$ cat config.mk
export PLATFORM = sky130hd
export DESIGN_NAME = sorted_list_insert_find
export DESIGN_NICKNAME = d
export VERILOG_FILES = /design/src/hw/rtl/slif_pkg.sv /design/src/hw/rtl/slif_ctrl.sv /design/src/hw/rtl/slif_dpath.sv /design/src/hw/rtl/sorted_list_insert_find.sv
export SDC_FILE = /design/constraint.sdc
export NUM_CORES = 2
export LEC_CHECK = 0
export BUFFER_PORTS_ARGS = -buffer_cell sky130_fd_sc_hd__buf_2
export CAP_MARGIN = 20
export CORE_UTILIZATION = 52
export DETAILED_ROUTE_END_ITERATION = 8
export GPL_TIMING_DRIVEN = 0
export PLACE_DENSITY = 0.69
export SLEW_MARGIN = 25
export SYNTH_ARGS = -nofsm -noshare
export SYNTH_HDL_FRONTEND = slang
export SYNTH_SLANG_ARGS = --single-unit
$ cat constraint.sdc
create_clock -name i_clk -period 6.9 [get_ports i_clk]
set_input_delay 1.38 -clock i_clk [delete_from_list [all_inputs] [get_ports i_clk]]
set_output_delay 1.38 -clock i_clk [all_outputs]
set_load 0.02 [all_outputs]
$ cat src/hw/rtl/slif_pkg.sv
// ----------------------------------------------------------------------------
// slif_pkg
// Shared codes and controller/datapath interface types for the sorted list.
// ----------------------------------------------------------------------------
package slif_pkg;

    // Action codes of an input word
    localparam logic ACT_INSERT = 1'b0;
    localparam logic ACT_FIND   = 1'b1;

    // Status codes of a result word
    localparam logic [1:0] ST_DONE     = 2'd0;
    localparam logic [1:0] ST_NOTFOUND = 2'd1;
    localparam logic [1:0] ST_FULL     = 2'd2;

    // Field widths of the result word
    localparam int POS_W = 6;
    localparam int CNT_W = 7;

    // Commands from controller to datapath
    typedef struct packed {
        logic load;   // latch input word, set up pointer and pending result
        logic rd;     // issue a memory read at the pointer
        logic shift;  // move the entry read one place up, step pointer down
        logic adv;    // step pointer up (find scan)
        logic put;    // write value at the pointer, bump the count
        logic found;  // record a match at the pointer
        logic full;   // record a dropped insert
        logic emit;   // load the output register
    } t_cmd;

    // Status from datapath to controller
    typedef struct packed {
        logic act_find;  // latched action is find
        logic full;      // list holds CAPACITY entries
        logic ptr_zero;  // pointer is zero
        logic ptr_end;   // pointer equals the count
        logic ge;        // entry read is not smaller than the value
        logic match;     // entry read equals the value
        logic out_free;  // output register can take a word
    } t_stat;

endpackage

$ cat src/hw/rtl/slif_ctrl.sv
// ----------------------------------------------------------------------------
// slif_ctrl
// Sequencer for insert and find: scans the memory one entry at a time.
// ----------------------------------------------------------------------------
module slif_ctrl (
    input  logic           i_clk,
    input  logic           i_rst_n,
    input  logic           i_valid,
    output logic           o_ready,
    input  slif_pkg::t_stat i_stat,
    output slif_pkg::t_cmd  o_cmd
);
    import slif_pkg::*;

    typedef enum logic [4:0] {
        S_IDLE = 5'b00001,
        S_RD   = 5'b00010,
        S_CMP  = 5'b00100,
        S_PUT  = 5'b01000,
        S_FIN  = 5'b10000
    } t_state;

    t_state r_state, n_state;

    // Hold state
    always_ff @(posedge i_clk) begin
        if (!i_rst_n) begin
            r_state <= S_IDLE;
        end else begin
            r_state <= n_state;
        end
    end

    assign o_ready = (r_state == S_IDLE);

    // Decode next state and commands
    always_comb begin
        n_state = r_state;
        o_cmd   = '0;
        case (r_state)
            S_IDLE: begin
                if (i_valid) begin
                    o_cmd.load = 1'b1;
                    n_state    = S_RD;
                end
            end
            S_RD: begin
                if (i_stat.act_find) begin
                    if (i_stat.ptr_end) begin
                        n_state = S_FIN;
                    end else begin
                        o_cmd.rd = 1'b1;
                        n_state  = S_CMP;
                    end
                end else if (i_stat.full) begin
                    o_cmd.full = 1'b1;
                    n_state    = S_FIN;
                end else if (i_stat.ptr_zero) begin
                    n_state = S_PUT;
                end else begin
                    o_cmd.rd = 1'b1;
                    n_state  = S_CMP;
                end
            end
            S_CMP: begin
                if (i_stat.act_find) begin
                    if (i_stat.match) begin
                        o_cmd.found = 1'b1;
                        n_state     = S_FIN;
                    end else begin
                        o_cmd.adv = 1'b1;
                        n_state   = S_RD;
                    end
                end else if (i_stat.ge) begin
                    o_cmd.shift = 1'b1;
                    n_state     = S_RD;
                end else begin
                    n_state = S_PUT;
                end
            end
            S_PUT: begin
                o_cmd.put = 1'b1;
                n_state   = S_FIN;
            end
            S_FIN: begin
                if (i_stat.out_free) begin
                    o_cmd.emit = 1'b1;
                    n_state    = S_IDLE;
                end
            end
            default: begin
                n_state = S_IDLE;
            end
        endcase
    end

endmodule

$ cat src/hw/rtl/slif_dpath.sv
// ----------------------------------------------------------------------------
// slif_dpath
// Entry memory, scan pointer, count and output register of the sorted list.
// ----------------------------------------------------------------------------
module slif_dpath #(
    parameter int CAPACITY = 64
) (
    input  logic                  i_clk,
    input  logic                  i_rst_n,
    input  logic                  i_action,
    input  logic signed [31:0]    i_value,
    input  logic                  i_ready,
    input  slif_pkg::t_cmd        i_cmd,
    output slif_pkg::t_stat       o_stat,
    output logic                  o_valid,
    output logic [1:0]            o_status,
    output logic [slif_pkg::POS_W-1:0] o_position,
    output logic [slif_pkg::CNT_W-1:0] o_entry_count
);
    import slif_pkg::*;

    localparam int AW = (CAPACITY > 1) ? $clog2(CAPACITY) : 1;
    localparam int CW = $clog2(CAPACITY + 1);

    logic signed [31:0] r_mem [CAPACITY];
    logic signed [31:0] r_rdata;
    logic signed [31:0] r_val;
    logic               r_act;
    logic [CW-1:0]      r_ptr;
    logic [CW-1:0]      r_count;
    logic [1:0]         r_pend_status;
    logic [CW-1:0]      r_pend_pos;
    logic               r_out_valid;
    logic [1:0]         r_out_status;
    logic [POS_W-1:0]   r_out_pos;
    logic [CNT_W-1:0]   r_out_count;

    logic [CW-1:0]      rd_ptr;
    logic [AW-1:0]      rd_addr;
    logic [AW-1:0]      wr_addr;
    logic               wr_en;
    logic signed [31:0] wr_data;
    logic [CW+POS_W-1:0] pos_ext;
    logic [CW+CNT_W-1:0] cnt_ext;

    // Insert scans downward from the top, find scans upward from zero
    assign rd_ptr  = r_act ? r_ptr : r_ptr - CW'(1);
    assign rd_addr = rd_ptr[AW-1:0];
    assign wr_addr = r_ptr[AW-1:0];
    assign wr_en   = i_cmd.shift | i_cmd.put;
    assign wr_data = i_cmd.shift ? r_rdata : r_val;

    // Entry memory: one write port, one registered read port
    always_ff @(posedge i_clk) begin
        if (wr_en) begin
            r_mem[wr_addr] <= wr_data;
        end
        if (i_cmd.rd) begin
            r_rdata <= r_mem[rd_addr];
        end
    end

    // Latch input word and advance the scan pointer
    always_ff @(posedge i_clk) begin
        if (i_cmd.load) begin
            r_val <= i_value;
            r_act <= i_action;
            r_ptr <= (i_action == ACT_FIND) ? '0 : r_count;
        end else if (i_cmd.shift) begin
            r_ptr <= r_ptr - CW'(1);
        end else if (i_cmd.adv) begin
            r_ptr <= r_ptr + CW'(1);
        end
    end

    // Hold the result of the current word until it is emitted
    always_ff @(posedge i_clk) begin
        if (i_cmd.load) begin
            r_pend_status <= (i_action == ACT_FIND) ? ST_NOTFOUND : ST_DONE;
            r_pend_pos    <= '0;
        end else if (i_cmd.full) begin
            r_pend_status <= ST_FULL;
            r_pend_pos    <= '0;
        end else if (i_cmd.found || i_cmd.put) begin
            r_pend_status <= ST_DONE;
            r_pend_pos    <= r_ptr;
        end
    end

    // Count stored entries
    always_ff @(posedge i_clk) begin
        if (!i_rst_n) begin
            r_count <= '0;
        end else if (i_cmd.put) begin
            r_count <= r_count + CW'(1);
        end
    end

    // Wrap position and count to their field widths
    assign pos_ext = (CW + POS_W)'(r_pend_pos);
    assign cnt_ext = (CW + CNT_W)'(r_count);

    // Output register: load on emit, drop once taken
    always_ff @(posedge i_clk) begin
        if (!i_rst_n) begin
            r_out_valid <= 1'b0;
        end else if (i_cmd.emit) begin
            r_out_valid <= 1'b1;
        end else if (i_ready) begin
            r_out_valid <= 1'b0;
        end
    end

    always_ff @(posedge i_clk) begin
        if (i_cmd.emit) begin
            r_out_status <= r_pend_status;
            r_out_pos    <= pos_ext[POS_W-1:0];
            r_out_count  <= cnt_ext[CNT_W-1:0];
        end
    end

    // Status to the controller
    always_comb begin
        o_stat.act_find = (r_act == ACT_FIND);
        o_stat.full     = (r_count >= CW'(CAPACITY));
        o_stat.ptr_zero = (r_ptr == '0);
        o_stat.ptr_end  = (r_ptr == r_count);
        o_stat.ge       = (r_rdata >= r_val);
        o_stat.match    = (r_rdata == r_val);
        o_stat.out_free = !r_out_valid || i_ready;
    end

    assign o_valid       = r_out_valid;
    assign o_status      = r_out_status;
    assign o_position    = r_out_pos;
    assign o_entry_count = r_out_count;

endmodule

$ cat src/hw/rtl/sorted_list_insert_find.sv
// ----------------------------------------------------------------------------
// sorted_list_insert_find
// Bounded list of signed 32-bit values kept in ascending order.
// ----------------------------------------------------------------------------
// Input channel (i_valid/o_ready) carries one word: i_action (0 insert,
// 1 find) and i_value. Output channel (o_valid/i_ready) returns one word per
// input: o_status (0 done or found, 1 not found, 2 full and dropped),
// o_position and o_entry_count, the count after the word.
// Words are handled one at a time. The entries sit in a single-port-read
// memory with a registered read, and the scan reads one entry at a time:
//   insert scans down from the count, shifting up each entry not smaller
//   than the value, and writes the value into the freed place
//   find scans up from index zero until a match or the count is reached
//   insert into a full list is dropped without a scan
// A new word is taken once the previous result sits in the output register,
// even while that result still waits; if the receiver stalls, the next
// result waits in the datapath's pending registers and no further word is taken.
// Reset empties the list at once (count to zero); stale memory contents are
// never read, so no clearing pass is needed.
// ----------------------------------------------------------------------------
module sorted_list_insert_find #(
    parameter int CAPACITY = 64
) (
    input  logic                       i_clk,
    input  logic                       i_rst_n,
    input  logic                       i_valid,
    output logic                       o_ready,
    input  logic                       i_action,
    input  logic signed [31:0]         i_value,
    output logic                       o_valid,
    input  logic                       i_ready,
    output logic [1:0]                 o_status,
    output logic [slif_pkg::POS_W-1:0] o_position,
    output logic [slif_pkg::CNT_W-1:0] o_entry_count
);
    import slif_pkg::*;

    t_cmd  cmd;
    t_stat stat;

    // Sequencer
    slif_ctrl u_ctrl (
        .i_clk   (i_clk),
        .i_rst_n (i_rst_n),
        .i_valid (i_valid),
        .o_ready (o_ready),
        .i_stat  (stat),
        .o_cmd   (cmd)
    );

    // Memory, pointer and result registers
    slif_dpath #(
        .CAPACITY (CAPACITY)
    ) u_dpath (
        .i_clk         (i_clk),
        .i_rst_n       (i_rst_n),
        .i_action      (i_action),
        .i_value       (i_value),
        .i_ready       (i_ready),
        .i_cmd         (cmd),
        .o_stat        (stat),
        .o_valid       (o_valid),
        .o_status      (o_status),
        .o_position    (o_position),
        .o_entry_count (o_entry_count)
    );

endmodule
==> results.sh <==
export IMPL_final_common_cell="edfxtp_1"
export IMPL_clock_latency_ns=0.85
export IMPL_yosys_warnings=0
export IMPL_fin_ws_ns=1.423
export IMPL_die_h_um=402.0
export IMPL_cap_violations=0
export IMPL_rsz0062_at_grt="false"
export IMPL_coreArea_um2=158600
export IMPL_fmax_ghz=0.1826
export IMPL_path_buf_inv=3
export IMPL_powerDensity_nw_per_um2=326.0
export IMPL_finalCritPeriodShare=0.7937
export IMPL_power_frac_clock=0.353
export IMPL_hold_depth=0
export IMPL_dp_slack_ns=1.418
export IMPL_cts_buffers=206
export IMPL_ant_nets=0
export IMPL_internal_power_mw=23.22
export IMPL_cp_arrival_ns=6.00
export IMPL_power_total_mw=31.40
export IMPL_grt_ovfl_total=0
export IMPL_fin_setup_tns_ns=0
export IMPL_synth_distinct_cells=55
export IMPL_viasPerCell=6.610
export IMPL_irDropWorstVdd_v=0.0002696
export IMPL_cpMaxStageDelayCell="nor2_4"
export IMPL_relSlewSlack=0.2544
export IMPL_met1_length_um=81080
export IMPL_switching_power_mw=8.179
export IMPL_cts_root_buffer="clkbuf_16"
export IMPL_hold_slack_ns=0.4367
export IMPL_grt_use_total=0.2726
export IMPL_max_stage_delay_ns=0.84
export IMPL_placed_cells=5700
export IMPL_clockBufferDepth=3
export IMPL_die_area_um2=161600
export IMPL_syn_to_final_growth_pct=15.81
export IMPL_hold_buffers=0
export IMPL_ys_async_sr_fraction=0
export IMPL_drive_gt1_frac=0.3376
export IMPL_wl_met2_um=104400
export IMPL_nNetsFinal=3908
export IMPL_grt_pass1_wl_um=304700
export IMPL_reg2reg_depth=12
export IMPL_cts_resized=0
export IMPL_required_ns=7.42
export IMPL_io_buffers=53
export IMPL_tritoncts="done"
export IMPL_met3_length_um=24500
export IMPL_htreeDepth=4
export IMPL_crit_path_max_fanout=18
export IMPL_finalSetupViolations=0
export IMPL_wl_per_cell_um=35.83
export IMPL_p_seq_frac=0.467
export IMPL_final_cell_mix="edfxtp_1, mux4_2, clkbuf_16"
export IMPL_finalCriticalPeriod_ns=5.477
export IMPL_vias=40230
export IMPL_startpoint_type="register"
export IMPL_netlist_area_um2=83180
export IMPL_post_cts_buffers=0
export IMPL_grt_antenna_before_repair=17
export IMPL_synth_cells=3450
export IMPL_io_pin_count=54
export IMPL_wl_um=218100
export IMPL_skew_ns=0.04612
export IMPL_synth_edf_count=2137
export IMPL_drt_initial_drc_count=6572
export IMPL_yosys_most_used_dff="edfxtp_1"
export IMPL_grt_pass1_vias=39960
export IMPL_final_cells=6086
export IMPL_dr_max_layer_used="met5"
export IMPL_grt_max_degree=65
export IMPL_clk_pin_slew_worst_paths_ns=0.06
export IMPL_sw_frac_of_total=0.2604
export IMPL_die_w_um=402.0
export IMPL_dp_hpwl_um=142300
export IMPL_hold_path_class="register to register"
export IMPL_combPwrFrac=0.179
export IMPL_p_leak_nw=30.29
export IMPL_num_rows=146
export IMPL_critical_path_top_delay_family="simple AND/OR/NAND/NOR gates"
export IMPL_cts_sinks=2156
export IMPL_drtPass1Iterations=5
export IMPL_outcome="completed"
export IMPL_hold_viol=0
export IMPL_worst_pin_slew_ns=1.118
export IMPL_cp_cell_sequence="inv_1 -> ha_1 -> nand4_1 -> nor4_1 -> and4_1 -> nand3_1 -> a41o_1 -> clkbuf_1 -> a21oi_1 -> nand2_1 -> nor2_4 -> buf_12"
export IMPL_maxSlewViolCount=0
export IMPL_critPathCaptureType="register"
export IMPL_drc=0
export IMPL_ys_seq_area_frac=0.7760
export IMPL_start_util=0.5246
export IMPL_syn_nets=3522
export IMPL_critPathKind="register to register"
export IMPL_avgSynthCellArea_um2=24.11
export IMPL_crit_cells=12
export IMPL_gp_congestion=0.9047
export IMPL_ys_seq_elements=2156
==> routing by layer <==
metal  up-vias  GRT usage
met5         -          0
met3       448    0.06482
li1      15640          -
met2      2634     0.4306
met1     21490     0.3771
met4        14    0.09254
==> stage by stage <==
step	area [µm²]	utilization
2_1_floorplan	83180	-
3_3_place_gp	86040	0.5426
3_5_place_dp	89680	0.5656
4_1_cts	96300	0.6073
5_1_grt	96320	0.6075
6_report	96330	0.6075
==> flip-flops by register name, summed over array words and instances, names as in the netlist <==
signal / flops
u_ctrl.r_state: 5
u_dpath.o_entry_count: 7
u_dpath.o_position: 6
u_dpath.o_status: 2
u_dpath.o_valid: 1
u_dpath.r_act: 1
u_dpath.r_count: 7
u_dpath.r_mem: 2048
u_dpath.r_pend_pos: 6
u_dpath.r_pend_status: 2
u_dpath.r_ptr: 7
u_dpath.r_rdata: 32
u_dpath.r_val: 32
==> logic make-up (layout without fill, tap and decap cells) <==
| family | after synthesis | after routing | synth area share |
|---|---|---|---|
| simple gates | 219 | 219 | 0.01236 |
| mux | 714 | 714 | 0.1840 |
| fa+ha+maj | 35 | 35 | 0.005265 |
| flops | 2156 | 2156 | 0.7760 |
| other cells | 0 | 3 | 0 |
| compound gates | 92 | 92 | 0.007536 |
| xor+xnor | 21 | 21 | 0.002437 |
| buf+inv | 213 | 774 | 0.01235 |
==> power groups by stage <==
stage	registers, mW	logic [mW]	clock network, mW
after global placement	15.0	5.41	0
final	14.7	5.63	11.1
after CTS	14.7	5.59	11.2
after detailed placement	15.0	5.55	0
after global routing	14.7	5.81	11.7
after floorplan	14.9	3.41	0
==> area by class of cell <==
cell class                      instances  area [µm²]
Timing Repair Buffer                  178        3272
Multi-Input combinational cell       1081       18260
Clock buffer                          268        5545
Inverter                               40       152.6
Clock inverter                        115        1066
Fill cell                           10440       62230
Tap cell                             2072        2592
Buffer                                173       888.4
Sequential cell                      2156       64550
Antenna cell                            3       7.507
==> cells in the mapped netlist, types with 14 or more instances <==
master,instances,area [µm²]
inv_1,39,146.4
mux2_2,31,349.1
buf_2,96,480.5
mux2i_1,34,340.3
and2_1,18,112.6
nor2_1,84,315.3
dfxtp_1,19,380.4
o21ai_0,14,70.07
clkbuf_1,43,161.4
mux4_2,648,14590
edfxtp_1,2137,64170
nand2_1,50,187.7
xnor2_1,15,131.4
ha_1,35,437.9
nand3_1,17,85.08
a21oi_1,23,115.1
a211oi_1,18,135.1
buf_4,21,157.7
==> worst register-to-register path: stages (launching register included) <==
cell and delay (ns):
edfxtp_1 0.54, inv_1 0.09, ha_1 0.31, nand4_1 0.17, nor4_1 0.60, and4_1 0.43, nand3_1 0.23, a41o_1 0.29
clkbuf_1 0.30, a21oi_1 0.38, nand2_1 0.69, nor2_4 0.85, buf_12 0.27
==> path summary, 6_finish.rpt <==
path	from	endpoint	slack (ns)
max	u_dpath.r_val[31]$_DFFE_PP_	u_dpath.r_mem[23][16]$_DFFE_PP_	1.42
min reg2reg	u_dpath.r_pend_status[0]$_SDFFCE_PN0P_	u_dpath.o_status[0]$_DFFE_PP_	0.44
min	u_dpath.r_pend_status[0]$_SDFFCE_PN0P_	u_dpath.o_status[0]$_DFFE_PP_	0.44
max reg2reg	u_dpath.r_val[31]$_DFFE_PP_	u_dpath.r_mem[23][16]$_DFFE_PP_	1.42
Power figures use the tool's default switching activity.
